## config.mk

```make
export PLATFORM = sky130hd
export DESIGN_NAME = comment_and_whitespace_stripper_unit
export DESIGN_NICKNAME = d
export VERILOG_FILES = /design/src/sv/cwsu_pkg.sv /design/src/sv/cwsu_scan.sv /design/src/sv/cwsu_result_buf.sv /design/src/sv/comment_and_whitespace_stripper_unit.sv
export VERILOG_INCLUDE_DIRS = /design/src /design/src/sv
export SDC_FILE = /design/constraint.sdc
export NUM_CORES = 1
export LEC_CHECK = 0
export CORE_MARGIN = 4
export CORE_UTILIZATION = 50
export DETAILED_ROUTE_END_ITERATION = 16
export DONT_BUFFER_PORTS = 1
export PLACE_DENSITY = 0.73
export SKIP_LAST_GASP = 1
export SYNTH_ARGS = -nofsm -noshare
export SYNTH_HDL_FRONTEND = slang
export SYNTH_SLANG_ARGS = --single-unit
```

## constraint.sdc

```tcl
create_clock -name clk -period 4.63 [get_ports clk]
set_clock_uncertainty 0.2 [all_clocks]
set_input_delay 0.926 -clock clk [delete_from_list [all_inputs] [get_ports clk]]
set_output_delay 0.926 -clock clk [all_outputs]
set_load 0.01 [all_outputs]
```

## src/sv/comment_and_whitespace_stripper_unit_assert.svh

```systemverilog
// Assertion macros shared by the comment and whitespace stripper RTL.
// Each macro expects clk and rst_n in the enclosing module scope.
`ifndef COMMENT_AND_WHITESPACE_STRIPPER_UNIT_ASSERT_SVH
`define COMMENT_AND_WHITESPACE_STRIPPER_UNIT_ASSERT_SVH

// Condition must hold at every clock edge outside reset.
`define CWSU_ASSERT_ALWAYS(label, expr) \
    label: assert property (@(posedge clk) disable iff (!rst_n) (expr)) \
        else $error("assertion failed: label");

// Antecedent implies consequent in the same cycle.
`define CWSU_ASSERT_SAME(label, ante, cons) \
    label: assert property (@(posedge clk) disable iff (!rst_n) (ante) |-> (cons)) \
        else $error("assertion failed: label");

// Antecedent implies consequent in the next cycle.
`define CWSU_ASSERT_NEXT(label, ante, cons) \
    label: assert property (@(posedge clk) disable iff (!rst_n) (ante) |=> (cons)) \
        else $error("assertion failed: label");

`endif

```

## src/sv/cwsu_pkg.sv

```systemverilog
// Package for the comment and whitespace stripper: scan modes, character codes
// and the result records passed between the scanner and the result buffer.
// No dependencies.
`timescale 1ns / 1ps
`default_nettype none

package cwsu_pkg;

    // Character codes the scanner reacts to
    localparam logic [7:0] CH_SLASH     = 8'h2F;
    localparam logic [7:0] CH_STAR      = 8'h2A;
    localparam logic [7:0] CH_QUOTE     = 8'h22;
    localparam logic [7:0] CH_BACKSLASH = 8'h5C;
    localparam logic [7:0] CH_TAB       = 8'h09;
    localparam logic [7:0] CH_NEWLINE   = 8'h0A;
    localparam logic [7:0] CH_SPACE     = 8'h20;
    localparam logic [7:0] CH_NUL       = 8'h00;

    typedef enum logic [7:0] {
        MODE_PLAIN = 8'b0000_0001,
        MODE_SLASH = 8'b0000_0010,
        MODE_BLOCK = 8'b0000_0100,
        MODE_STAR  = 8'b0000_1000,
        MODE_LINE  = 8'b0001_0000,
        MODE_BLANK = 8'b0010_0000,
        MODE_STR   = 8'b0100_0000,
        MODE_ESC   = 8'b1000_0000
    } scan_mode_t;

    // One result beat
    typedef struct packed {
        logic [7:0] out_byte;
        logic       byte_valid;
        logic       unterminated_comment;
        logic       last_of_run;
    } result_t;

    // All results caused by one input byte, in order (r0 first)
    typedef struct packed {
        logic [1:0] count;
        result_t    r0;
        result_t    r1;
    } result_pair_t;

endpackage

`default_nettype wire

```

## src/sv/cwsu_scan.sv

```systemverilog
// Scanner for the comment and whitespace stripper: holds the scan mode and the
// line comment enable, and decodes one byte into up to two results.
// Depends on cwsu_pkg.
`timescale 1ns / 1ps
`default_nettype none

module cwsu_scan
    import cwsu_pkg::*;
(
    input  wire logic         clk,
    input  wire logic         rst_n,
    input  wire logic         cfg_write,
    input  wire logic         cfg_value,
    input  wire logic         step,
    input  wire logic [7:0]   cur_byte,
    input  wire logic         cur_last,
    output result_pair_t      pair
);

    scan_mode_t mode_reg;
    scan_mode_t mode_next;
    logic       lce_reg;

    logic       is_blank;
    logic       plain_emit;
    logic [7:0] plain_byte;
    scan_mode_t plain_mode;

    logic       pre_slash;
    logic       main_emit;
    logic [7:0] main_byte;
    scan_mode_t body_mode;
    logic       tail_emit;
    logic       tail_status;
    result_t    e_pre;
    result_t    e_main;
    result_t    e_tail;
    logic [1:0] count;

    assign is_blank = (cur_byte inside {CH_SPACE, CH_TAB});

    // Plain text handling, shared by several modes
    always_comb
    begin
        plain_emit = 1'b1;
        plain_byte = cur_byte;
        plain_mode = MODE_PLAIN;
        if (cur_byte == CH_SLASH)
        begin
            plain_emit = 1'b0;
            plain_mode = MODE_SLASH;
        end
        else if (is_blank)
        begin
            plain_byte = CH_SPACE;
            plain_mode = MODE_BLANK;
        end
        else if (cur_byte == CH_QUOTE)
        begin
            plain_mode = MODE_STR;
        end
    end

    always_comb
    begin
        pre_slash = 1'b0;
        main_emit = 1'b0;
        main_byte = cur_byte;
        body_mode = mode_reg;
        case (mode_reg)
            MODE_PLAIN:
            begin
                main_emit = plain_emit;
                main_byte = plain_byte;
                body_mode = plain_mode;
            end
            MODE_SLASH:
            begin
                if (cur_byte == CH_STAR)
                    body_mode = MODE_BLOCK;
                else if (cur_byte == CH_SLASH && lce_reg)
                    body_mode = MODE_LINE;
                else
                begin
                    pre_slash = 1'b1;
                    main_emit = plain_emit;
                    main_byte = plain_byte;
                    body_mode = plain_mode;
                end
            end
            MODE_BLOCK:
            begin
                if (cur_byte == CH_STAR)
                    body_mode = MODE_STAR;
            end
            MODE_STAR:
            begin
                if (cur_byte == CH_SLASH)
                    body_mode = MODE_PLAIN;
                else if (cur_byte != CH_STAR)
                    body_mode = MODE_BLOCK;
            end
            MODE_LINE:
            begin
                if (cur_byte == CH_NEWLINE)
                begin
                    main_emit = 1'b1;
                    body_mode = MODE_PLAIN;
                end
            end
            MODE_BLANK:
            begin
                if (!is_blank)
                begin
                    main_emit = plain_emit;
                    main_byte = plain_byte;
                    body_mode = plain_mode;
                end
            end
            MODE_STR:
            begin
                main_emit = 1'b1;
                if (cur_byte == CH_BACKSLASH)
                    body_mode = MODE_ESC;
                else if (cur_byte == CH_QUOTE)
                    body_mode = MODE_PLAIN;
            end
            MODE_ESC:
            begin
                main_emit = 1'b1;
                body_mode = MODE_STR;
            end
            default:
            begin
                body_mode = MODE_PLAIN;
            end
        endcase
    end

    // End of text: flush a held slash or flag an open block comment; back to plain
    always_comb
    begin
        tail_emit   = 1'b0;
        tail_status = 1'b0;
        mode_next   = body_mode;
        if (cur_last)
        begin
            if (body_mode == MODE_SLASH)
                tail_emit = 1'b1;
            else if (body_mode == MODE_BLOCK || body_mode == MODE_STAR)
                tail_status = 1'b1;
            mode_next = MODE_PLAIN;
        end
    end

    // Pack the emitted beats in order, last_of_run on the final one
    always_comb
    begin
        e_pre  = '{out_byte: CH_SLASH, byte_valid: 1'b1,
                   unterminated_comment: 1'b0, last_of_run: 1'b0};
        e_main = '{out_byte: main_byte, byte_valid: 1'b1,
                   unterminated_comment: 1'b0, last_of_run: 1'b0};
        e_tail = '{out_byte: tail_emit ? CH_SLASH : CH_NUL, byte_valid: tail_emit,
                   unterminated_comment: tail_status, last_of_run: 1'b0};
        count  = {1'b0, pre_slash} + {1'b0, main_emit}
               + {1'b0, tail_emit | tail_status};

        pair.count = count;
        pair.r0    = pre_slash ? e_pre : (main_emit ? e_main : e_tail);
        pair.r1    = (pre_slash && main_emit) ? e_main : e_tail;
        pair.r0.last_of_run = (count == 2'd1);
        pair.r1.last_of_run = 1'b1;
    end

    always_ff @(posedge clk or negedge rst_n)
    begin
        if (!rst_n)
        begin
            mode_reg <= MODE_PLAIN;
            lce_reg  <= 1'b1;
        end
        else
        begin
            if (step)
                mode_reg <= mode_next;
            if (cfg_write)
                lce_reg <= cfg_value;
        end
    end

endmodule

`default_nettype wire

```

## src/sv/cwsu_result_buf.sv

```systemverilog
// Result buffer for the comment and whitespace stripper: holds the one or two
// beats of a decoded byte and drains them one per cycle while out_ready is high.
// Depends on cwsu_pkg and the shared assertion macro header.
`timescale 1ns / 1ps
`default_nettype none

`include "comment_and_whitespace_stripper_unit_assert.svh"

module cwsu_result_buf
    import cwsu_pkg::*;
(
    input  wire logic         clk,
    input  wire logic         rst_n,
    input  wire logic         load,
    input  wire result_pair_t pair,
    output logic              space,
    output logic              out_valid,
    input  wire logic         out_ready,
    output result_t           head
);

    logic [1:0] cnt_reg;
    result_t    r0_reg;
    result_t    r1_reg;
    logic       pop;

    assign out_valid = (cnt_reg != 2'd0);
    assign pop       = out_valid && out_ready;
    // Room for a new pair once the buffer empties by the end of this cycle
    assign space     = (cnt_reg == 2'd0) || (cnt_reg == 2'd1 && out_ready);
    assign head      = r0_reg;

    always_ff @(posedge clk or negedge rst_n)
    begin
        if (!rst_n)
            cnt_reg <= 2'd0;
        else if (load)
            cnt_reg <= pair.count;
        else if (pop)
            cnt_reg <= cnt_reg - 2'd1;
    end

    always_ff @(posedge clk)
    begin
        if (load)
        begin
            r0_reg <= pair.r0;
            r1_reg <= pair.r1;
        end
        else if (pop)
        begin
            r0_reg <= r1_reg;
        end
    end

    `CWSU_ASSERT_ALWAYS(a_cnt_range, cnt_reg != 2'd3)
    `CWSU_ASSERT_SAME(a_load_has_room, load, space)
    `CWSU_ASSERT_SAME(a_single_is_last, cnt_reg == 2'd1, r0_reg.last_of_run)
    `CWSU_ASSERT_NEXT(a_pair_drains, cnt_reg == 2'd2 && out_ready && !load, cnt_reg == 2'd1)

endmodule

`default_nettype wire

```

## src/sv/comment_and_whitespace_stripper_unit.sv

```systemverilog
// Comment and whitespace stripper, top level: input register, scanner and
// result buffer. Depends on cwsu_pkg, cwsu_scan and cwsu_result_buf.
//
// Usage:
//   Input channel (in_valid/in_ready) carries one text byte per beat with
//   end_of_text set on the final byte of a text. Output channel
//   (out_valid/out_ready) carries one result beat: out_byte with byte_valid,
//   or a status-only beat with unterminated_comment set. last_of_run marks
//   the final beat caused by an input byte; a byte inside a comment or a
//   repeated blank causes no beat at all.
//   Config channel (cfg_valid/cfg_ready/cfg_data) writes line_comments_enable;
//   write it only while the block is idle. It is always ready.
// Timing:
//   An accepted byte waits in the input register, then the scanner decodes it
//   and loads its beats into the result buffer, which presents the first one.
//   Throughput is one byte per cycle while the result buffer has room; a byte
//   that releases a held slash and also emits itself (or a slash flushed at end
//   of text) produces two beats, which hold the next byte until one has drained.
// Reset:
//   Returns to plain text mode with line comments removed and both buffers
//   empty. A stalled receiver holds the result buffer, which then holds the
//   input register, which drops in_ready.
`timescale 1ns / 1ps
`default_nettype none

module comment_and_whitespace_stripper_unit
    import cwsu_pkg::*;
(
    input  wire logic       clk,
    input  wire logic       rst_n,
    // configuration write
    input  wire logic       cfg_valid,
    output logic            cfg_ready,
    input  wire logic       cfg_data,
    // text byte in
    input  wire logic       in_valid,
    output logic            in_ready,
    input  wire logic [7:0] in_byte,
    input  wire logic       end_of_text,
    // filtered result out
    output logic            out_valid,
    input  wire logic       out_ready,
    output logic [7:0]      out_byte,
    output logic            byte_valid,
    output logic            unterminated_comment,
    output logic            last_of_run
);

    logic         hold_valid_reg;
    logic [7:0]   hold_byte_reg;
    logic         hold_last_reg;
    logic         buf_space;
    logic         step;
    logic         in_fire;
    result_pair_t pair;
    result_t      head;

    assign cfg_ready = 1'b1;

    // Advance the held byte into the result buffer whenever it has room
    assign step     = hold_valid_reg && buf_space;
    assign in_ready = !hold_valid_reg || step;
    assign in_fire  = in_valid && in_ready;

    always_ff @(posedge clk or negedge rst_n)
    begin
        if (!rst_n)
            hold_valid_reg <= 1'b0;
        else if (in_fire)
            hold_valid_reg <= 1'b1;
        else if (step)
            hold_valid_reg <= 1'b0;
    end

    // Payload holds without reset; only captured on an accepted beat
    always_ff @(posedge clk)
    begin
        if (in_fire)
        begin
            hold_byte_reg <= in_byte;
            hold_last_reg <= end_of_text;
        end
    end

    cwsu_scan u_scan (
        .clk       (clk),
        .rst_n     (rst_n),
        .cfg_write (cfg_valid),
        .cfg_value (cfg_data),
        .step      (step),
        .cur_byte  (hold_byte_reg),
        .cur_last  (hold_last_reg),
        .pair      (pair)
    );

    cwsu_result_buf u_result_buf (
        .clk       (clk),
        .rst_n     (rst_n),
        .load      (step),
        .pair      (pair),
        .space     (buf_space),
        .out_valid (out_valid),
        .out_ready (out_ready),
        .head      (head)
    );

    assign out_byte             = head.out_byte;
    assign byte_valid           = head.byte_valid;
    assign unterminated_comment = head.unterminated_comment;
    assign last_of_run          = head.last_of_run;

endmodule

`default_nettype wire
```

==> impl_metrics.json, run 1 <==
{
  "status": "finished, final reports clean",
  "synth_seq_cells": 42,
  "ir_drop_mv": 0.2746,
  "antenna_found_initial": 0,
  "cts-root-buf": "clkbuf_8",
  "hold_class": "input pin to async pin",
  "drc": 0,
  "fp-row-count": 25,
  "cts.clk_slew.worst_paths_ns": 0.08,
  "largest_register_ffs": 11,
  "maxCapViolations": 0,
  "power_frac_seq": 0.502,
  "use_met2": 0.2962,
  "ctsResizeCount": 0,
  "synth-edff-count": 30,
  "dieArea_um2": 6067,
  "wirelength_um": 5293,
  "clkPwrFrac": 0.178,
  "async_flop_share": 0.2857,
  "io-pin-count": 29,
  "rsz0062_at_grt": "false",
  "antennaDiodeCount": 0,
  "yosysTopAreaCellShare": 0.3689,
  "core-area_um2": 4723,
  "reg2reg_to": "u_result_buf.head[0]",
  "worst_slack_ns": 1.123,
  "intPower_uw": 834.7,
  "syn_nets": 238,
  "tns_ns": 0,
  "first_global_vias": 1693,
  "cp.required_ns": 4.45,
  "met1_usage": 0.2446,
  "crit_start": "hold_byte_reg[7]",
  "clock_latency_ns": 0.30,
  "port_buffers": 0,
  "p_sw_uw": 499.7,
  "via_per_inst": 6.282,
  "cts_tree": "yes",
  "die_x_um": 77.89,
  "clockBufferDepth": 2,
  "cp_cell_sequence": "or4b_1, or4_1, a32oi_1, a21oi_1, o21ai_1, nand2_1, fa_1, inv_1, o21ai_0",
  "final-setup-viol-count": 0,
  "swShare": 0.3745,
  "start_util": 0.5171,
  "synth_compound_area_frac": 0.1916,
  "cts_buffers": 5,
  "ant_nets": 0,
  "combPwrFrac": 0.320,
  "final_hold_viol_count": 0,
  "powerDensity_nw_per_um2": 518.5,
  "worst_slew_pin_slew_ns": 0.7577,
  "drt-wirelength-per-cell_um": 18.44,
  "grt_max_degree": 23,
  "synth_area_leaders": "edfxtp_1, dfrtp_1, nor2_1",
  "fmax_ghz": 0.2852,
  "synth_ff_type": "edfxtp_1",
  "synth_cell_type_count": 66,
  "syn-cell-area_um2": 2442,
  "use_met3": 0.04060,
  "grt.overflow.total": 0,
  "dp_hpwl_um": 3899,
  "track_usage": 0.1837,
  "finalNetCount": 237,
  "period_share": 0.7573,
  "criticalPathCategory": "flip-flop to flip-flop",
  "dr.pass1.iters": 4,
  "drt_iter0_drc": 113,
  "syn_avg_cell_area_um2": 11.10,
  "critPathSlowestCell": "or4b_1",
  "slew_headroom": 0.4943,
  "synthXorXnorAreaFrac": 0.007172,
  "critPathCapture": "u_result_buf.head[0]",
  "place_ws_ns": 1.216,
  "synth.area.mux_share": 0.01332,
  "yosys.area_share.simple": 0.2346,
  "htree_levels": 2,
  "placed_cell_area_um2": 2487,
  "die_height_um": 77.89,
  "min_period_ns": 3.507,
  "synth-seq-area-share": 0.4928,
  "r2r_start": "hold_byte_reg[7]",
  "cts_setup_buffers": 0,
  "critPathMaxFanout": 7,
  "hold_buffers": 0,
  "yosys_warnings": 0,
  "synthAdderAreaFrac": 0.01844,
  "fin_total_pwr_mw": 1.334,
  "synth_top_family_by_area": "simple AND/OR/NAND/NOR gates",
  "clock_sink_count": 42,
  "areaGrowthSynthToFinish_pct": 5.379,
  "grt.busiest_layer": "met2",
  "leakage_nw": 0.9228,
  "vias": 1803,
  "r2r_cells": 9,
  "slowest_delay_ns": 0.64,
  "regToRegSetupSlack_ns": 1.12,
  "syn-instance-count": 220,
  "final_cell_area_um2": 2574,
  "start_kind": "flip-flop",
  "drv_slew": 0,
  "worst_ep_arrival_time_ns": 3.32,
  "crit_path_end_kind": "flip-flop",
  "grt_pass1_wl_um": 8659,
  "drive_above_1_share": 0.1500,
  "yosys.area.top_type": "edfxtp_1",
  "gp_congestion": 0.9761
}
==> cells in the mapped netlist, types with 2 or more instances <==
cell        n
clkbuf_1    4
dfrtp_1    10
and2_1      6
nand2b_1    7
buf_2       3
dfstp_2     2
o31ai_1     3
a211oi_1    3
a32oi_1     2
a311oi_1    2
a31oi_1     4
nor4_1      5
a21oi_1     6
a2111oi_4   2
a22o_1      5
nor3_1      4
ha_1        2
a2111oi_0   5
o21ai_0    12
or2_2       2
or3_1       2
a211oi_2    3
and3_1      4
or2b_1      2
nand2_1    13
mux2_2      2
o21ai_1     2
and4_1      2
or4b_2      3
or4_4       2
nand3_1     2
nor2_1     18
edfxtp_1   30
nand4_1     2
inv_1      12
nand3b_1    2
==> power by group through the flow <==
stage	registers [mW]	logic, mW	clock network (mW)
final	0.670	0.427	0.238
after global routing	0.684	0.483	0.260
after CTS	0.670	0.433	0.241
after detailed placement	0.678	0.430	0
after global placement	0.673	0.421	0
after floorplan	0.645	0.354	0
==> cell usage in the layout, fill, tap and decap left out, types with 2 or more instances in the layout <==
cell / instances
or4_4: 2
and4_1: 2
edfxtp_1: 30
nand2b_1: 7
a31oi_1: 4
o21ai_0: 12
nor4_1: 5
nand3b_1: 2
ha_1: 2
o31ai_1: 3
nand2_1: 13
a2111oi_0: 5
a311oi_1: 2
a211oi_2: 3
a22o_1: 5
inv_1: 12
buf_4: 2
nor2_1: 18
a2111oi_4: 2
dfrtp_1: 10
mux2_2: 2
and3_1: 4
or3_1: 2
nand3_1: 2
or4b_2: 3
a211oi_1: 3
o21ai_1: 2
clkbuf_8: 5
or2_2: 2
or2b_1: 2
dfstp_2: 2
nor3_1: 4
a32oi_1: 2
nand4_1: 2
a21oi_1: 6
and2_1: 6
==> critical path, delay by kind of cell, from the launching register on <==
| family | cells | cell delay (ns) |
|---|---|---|
| AOI/OAI and AO/OA | 4 | 0.77 |
| adders and majority gates | 1 | 0.46 |
| buffers and inverters | 1 | 0.09 |
| DFF | 1 | 0.50 |
| and+or+nand+nor | 3 | 1.22 |
==> metrics by stage <==
stage	hold WS [ns]	cells	utilization
after floorplan	0.2955	220	-
final	0.1077	287	0.5449
after global placement	0.3079	279	0.5266
after detailed placement	0.3281	279	0.5266
after global routing	0.09774	287	0.5449
after CTS	0.1063	287	0.5449
==> layer usage <==
| layer | up-vias | share of wire |
|---|---|---|
| met5 | - | 0 |
| met4 | 0 | 0.020 |
| met3 | 10 | 0.051 |
| met2 | 67 | 0.49 |
| met1 | 871 | 0.43 |
| li1 | 855 | - |
==> logic make-up (layout without fill, tap and decap cells) <==
logic type | after synthesis | in the layout
buffers and inverters | 22 | 22
AND/OR/NAND/NOR | 89 | 89
multiplexers | 3 | 3
adder cells (fa/ha/maj) | 3 | 3
flip-flops | 42 | 42
XOR/XNOR | 2 | 2
AO/OA/AOI/OAI | 58 | 58
other | 1 | 1
==> worst min-delay path by stage <==
stage,startpoint,end,slack [ns],cells after the start
floorplan,u_result_buf.cnt_reg[1],u_result_buf.cnt_reg[1],0.30,2
global placement,u_result_buf.cnt_reg[1],u_result_buf.cnt_reg[1],0.31,2
detailed placement,u_result_buf.r1_reg[10],u_result_buf.head[10],0.33,1
CTS,rst_n,u_scan.mode_reg[4],0.11,0
global route,rst_n,u_result_buf.cnt_reg[1],0.1,0
finish,rst_n,u_scan.mode_reg[6],0.11,0
==> final cells by class <==
type                    count  area [um2]
clock buffers               6       72.57
multi-input cells         156        1140
fillers                   410        2150
clock inverters             2       13.76
inverters                  12       45.04
well taps                  67       83.83
flip-flops and latches     42        1204
repair buffers              2       15.01
Power figures use the tool's default switching activity.
==> run 2: changes to the inputs <==
--- a/config.mk
+++ b/config.mk
@@ -10,7 +10,7 @@
 export CORE_UTILIZATION = 50
 export DETAILED_ROUTE_END_ITERATION = 16
 export DONT_BUFFER_PORTS = 1
-export PLACE_DENSITY = 0.73
+export PLACE_DENSITY = 0.76
 export SKIP_LAST_GASP = 1
 export SYNTH_ARGS = -nofsm -noshare
 export SYNTH_HDL_FRONTEND = slang
==> constraint.sdc (replaced) <==
create_clock -name clk -period 3.1 [get_ports clk]
set_clock_uncertainty 0.2 [all_clocks]
set_input_delay 0.62 -clock clk [delete_from_list [all_inputs] [get_ports clk]]
set_output_delay 0.62 -clock clk [all_outputs]
set_load 0.01 [all_outputs]
==> run 2 against run 1 <==
- critical path depth unchanged
- core utilization up 10 points
- non-clock buffer count up 53
- via count up 10%
- sequential power up 44%
- critical path type unchanged
- largest cell class is now multi-input gates
==> impl_metrics.json, run 2 (synthesis gave the netlist of run 1 again) <==
{
  "status": "finished, final reports clean",
  "final_common_cell": "buf_4",
  "antenna_found_initial": 0,
  "cp.required_ns": 3.10,
  "fmax_ghz": 0.3240,
  "rsz0062_at_grt": "true",
  "areaGrowthSynthToFinish_pct": 25.61,
  "start_util": 0.5171,
  "core-area_um2": 4723,
  "crit_path_end_kind": "flip-flop",
  "critPathSlowestCell": "or4b_4",
  "via_per_inst": 5.838,
  "final_hold_viol_count": 0,
  "drt_iter0_drc": 128,
  "dp_hpwl_um": 4351,
  "gp_congestion": 0.9168,
  "vias": 1985,
  "first_global_vias": 1993,
  "placed_cell_area_um2": 2795,
  "start_kind": "flip-flop",
  "tns_ns": 0,
  "clock_sink_count": 42,
  "ir_drop_mv": 0.3933,
  "dr.pass1.iters": 4,
  "port_buffers": 0,
  "final_cell_mix": "buf_4, edfxtp_1, nor2_1",
  "clockBufferDepth": 2,
  "p_sw_uw": 820.1,
  "maxCapViolations": 0,
  "combPwrFrac": 0.392,
  "final_cell_area_um2": 3068,
  "drc": 0,
  "period_share": 0.9957,
  "largest_register_ffs": 11,
  "cts_buffers": 5,
  "drv_slew": 0,
  "io-pin-count": 29,
  "finalNetCount": 290,
  "die_x_um": 77.89,
  "wirelength_um": 5899,
  "drt-wirelength-per-cell_um": 17.35,
  "slew_headroom": 0.5420,
  "fp-row-count": 25,
  "intPower_mw": 1.372,
  "cts-root-buf": "clkbuf_8",
  "drive_above_1_share": 0.3736,
  "cp_cell_sequence": "or4b_4, or4_4, a32oi_2, a21oi_2, o21ai_2, nand2_2, fa_1, inv_2, a311oi_2",
  "final-setup-viol-count": 0,
  "grt_max_degree": 21,
  "cts_tree": "yes",
  "min_period_ns": 3.087,
  "criticalPathCategory": "flip-flop to flip-flop",
  "swShare": 0.3741,
  "antennaDiodeCount": 0,
  "grt_pass1_wl_um": 9687,
  "cts.clk_slew.worst_paths_ns": 0.09,
  "leakage_nw": 1.199,
  "slowest_delay_ns": 0.57,
  "critPathMaxFanout": 4,
  "track_usage": 0.2044,
  "worst_slew_pin_slew_ns": 0.6784,
  "die_height_um": 77.89,
  "clock_latency_ns": 0.30,
  "hold_class": "input pin to flip-flop",
  "whs_ns": 0.2201,
  "powerDensity_nw_per_um2": 714.6,
  "dieArea_um2": 6067,
  "grt.overflow.total": 0,
  "ant_nets": 0,
  "clkPwrFrac": 0.167,
  "worst_ep_arrival_time_ns": 3.09,
  "power_frac_seq": 0.441,
  "htree_levels": 2
}
==> run 2: changes by cell type in the layout (fill, tap and decap cells not counted), moves of 2 or more <==
cell        before  now
buf_4            2   52
clkinvlp_4       0    2
o21ai_0         12   10
a2111oi_0        5    3
a2111oi_2        0    2
a311oi_1         2    0
a311oi_2         0    2
inv_2            0    2
o21ai_2          0    2
inv_1           12   10
buf_6            0    2
==> run 2: timing repair <==
| action | CTS | global route |
|---|---|---|
| endpoints found under the setup margin | 3 | 3 |
| setup buffers | 4 | 7 |
| endpoints found under the hold margin | 12 | 0 |
| resized for setup | 11 | 12 |
| pin swaps | 2 | 7 |
| hold buffers | 1 | 0 |
==> run 2: stage by stage <==
stage | setup WS, ns | total power [mW] | instances | util
floorplan | 0.007044 | 1.492 | 220 | -
global placement | -0.03070 | 1.741 | 320 | 0.5918
detailed placement | -0.1599 | 1.765 | 320 | 0.5918
CTS | 0.01357 | 2.163 | 333 | 0.6276
global route | -0.06743 | 2.326 | 340 | 0.6495
finish | 0.01322 | 2.192 | 340 | 0.6495
==> run 2: power groups by stage <==
| stage | clock network, mW | logic [mW] | registers, mW |
|---|---|---|---|
| 6_report | 0.365 | 0.860 | 0.967 |
| 2_1_floorplan | 0 | 0.528 | 0.964 |
| 4_1_cts | 0.373 | 0.822 | 0.969 |
| 3_5_place_dp | 0 | 0.781 | 0.984 |
| 5_1_grt | 0.396 | 0.945 | 0.985 |
| 3_3_place_gp | 0 | 0.764 | 0.977 |
==> run 2: worst max-delay path: cells and delay by family (launching register included) <==
kind	cells	cell delay (ns)
simple gates	3	1.09
compound gates	4	0.68
fa+ha+maj	1	0.53
flops	1	0.43
buf+inv	1	0.06
==> run 2: layout make-up <==
cell class	instances	area (um2)
Clock buffer	5	68.82
Clock inverter	3	23.77
Multi-Input combinational cell	156	1220
Tap cell	67	83.83
Sequential cell	42	1204
Timing Repair Buffer	55	422.9
Inverter	12	45.04
Fill cell	375	1655
==> run 2: final timing paths <==
check,start,endpoint,slack [ns],depth (start not counted)
max in group asynchronous,rst_n,u_scan.lce_reg,1.75,1
worst min register to register,u_result_buf.cnt_reg[1],u_result_buf.cnt_reg[1],0.33,2
worst max-delay path,hold_byte_reg[4],u_result_buf.cnt_reg[0],0.01,9
min in group asynchronous,rst_n,hold_valid_reg,0.56,1
worst max register to register,hold_byte_reg[4],u_result_buf.cnt_reg[0],0.01,9
worst min-delay path,in_byte[4],hold_byte_reg[4],0.22,0
==> run 2: routing by layer <==
layer,global-route usage,vias up,routed length [um]
li1,-,955,-
met1,0.2774,955,2774
met2,0.3382,62,2785
met3,0.03248,13,211
met4,0.05944,0,127
met5,0,-,0
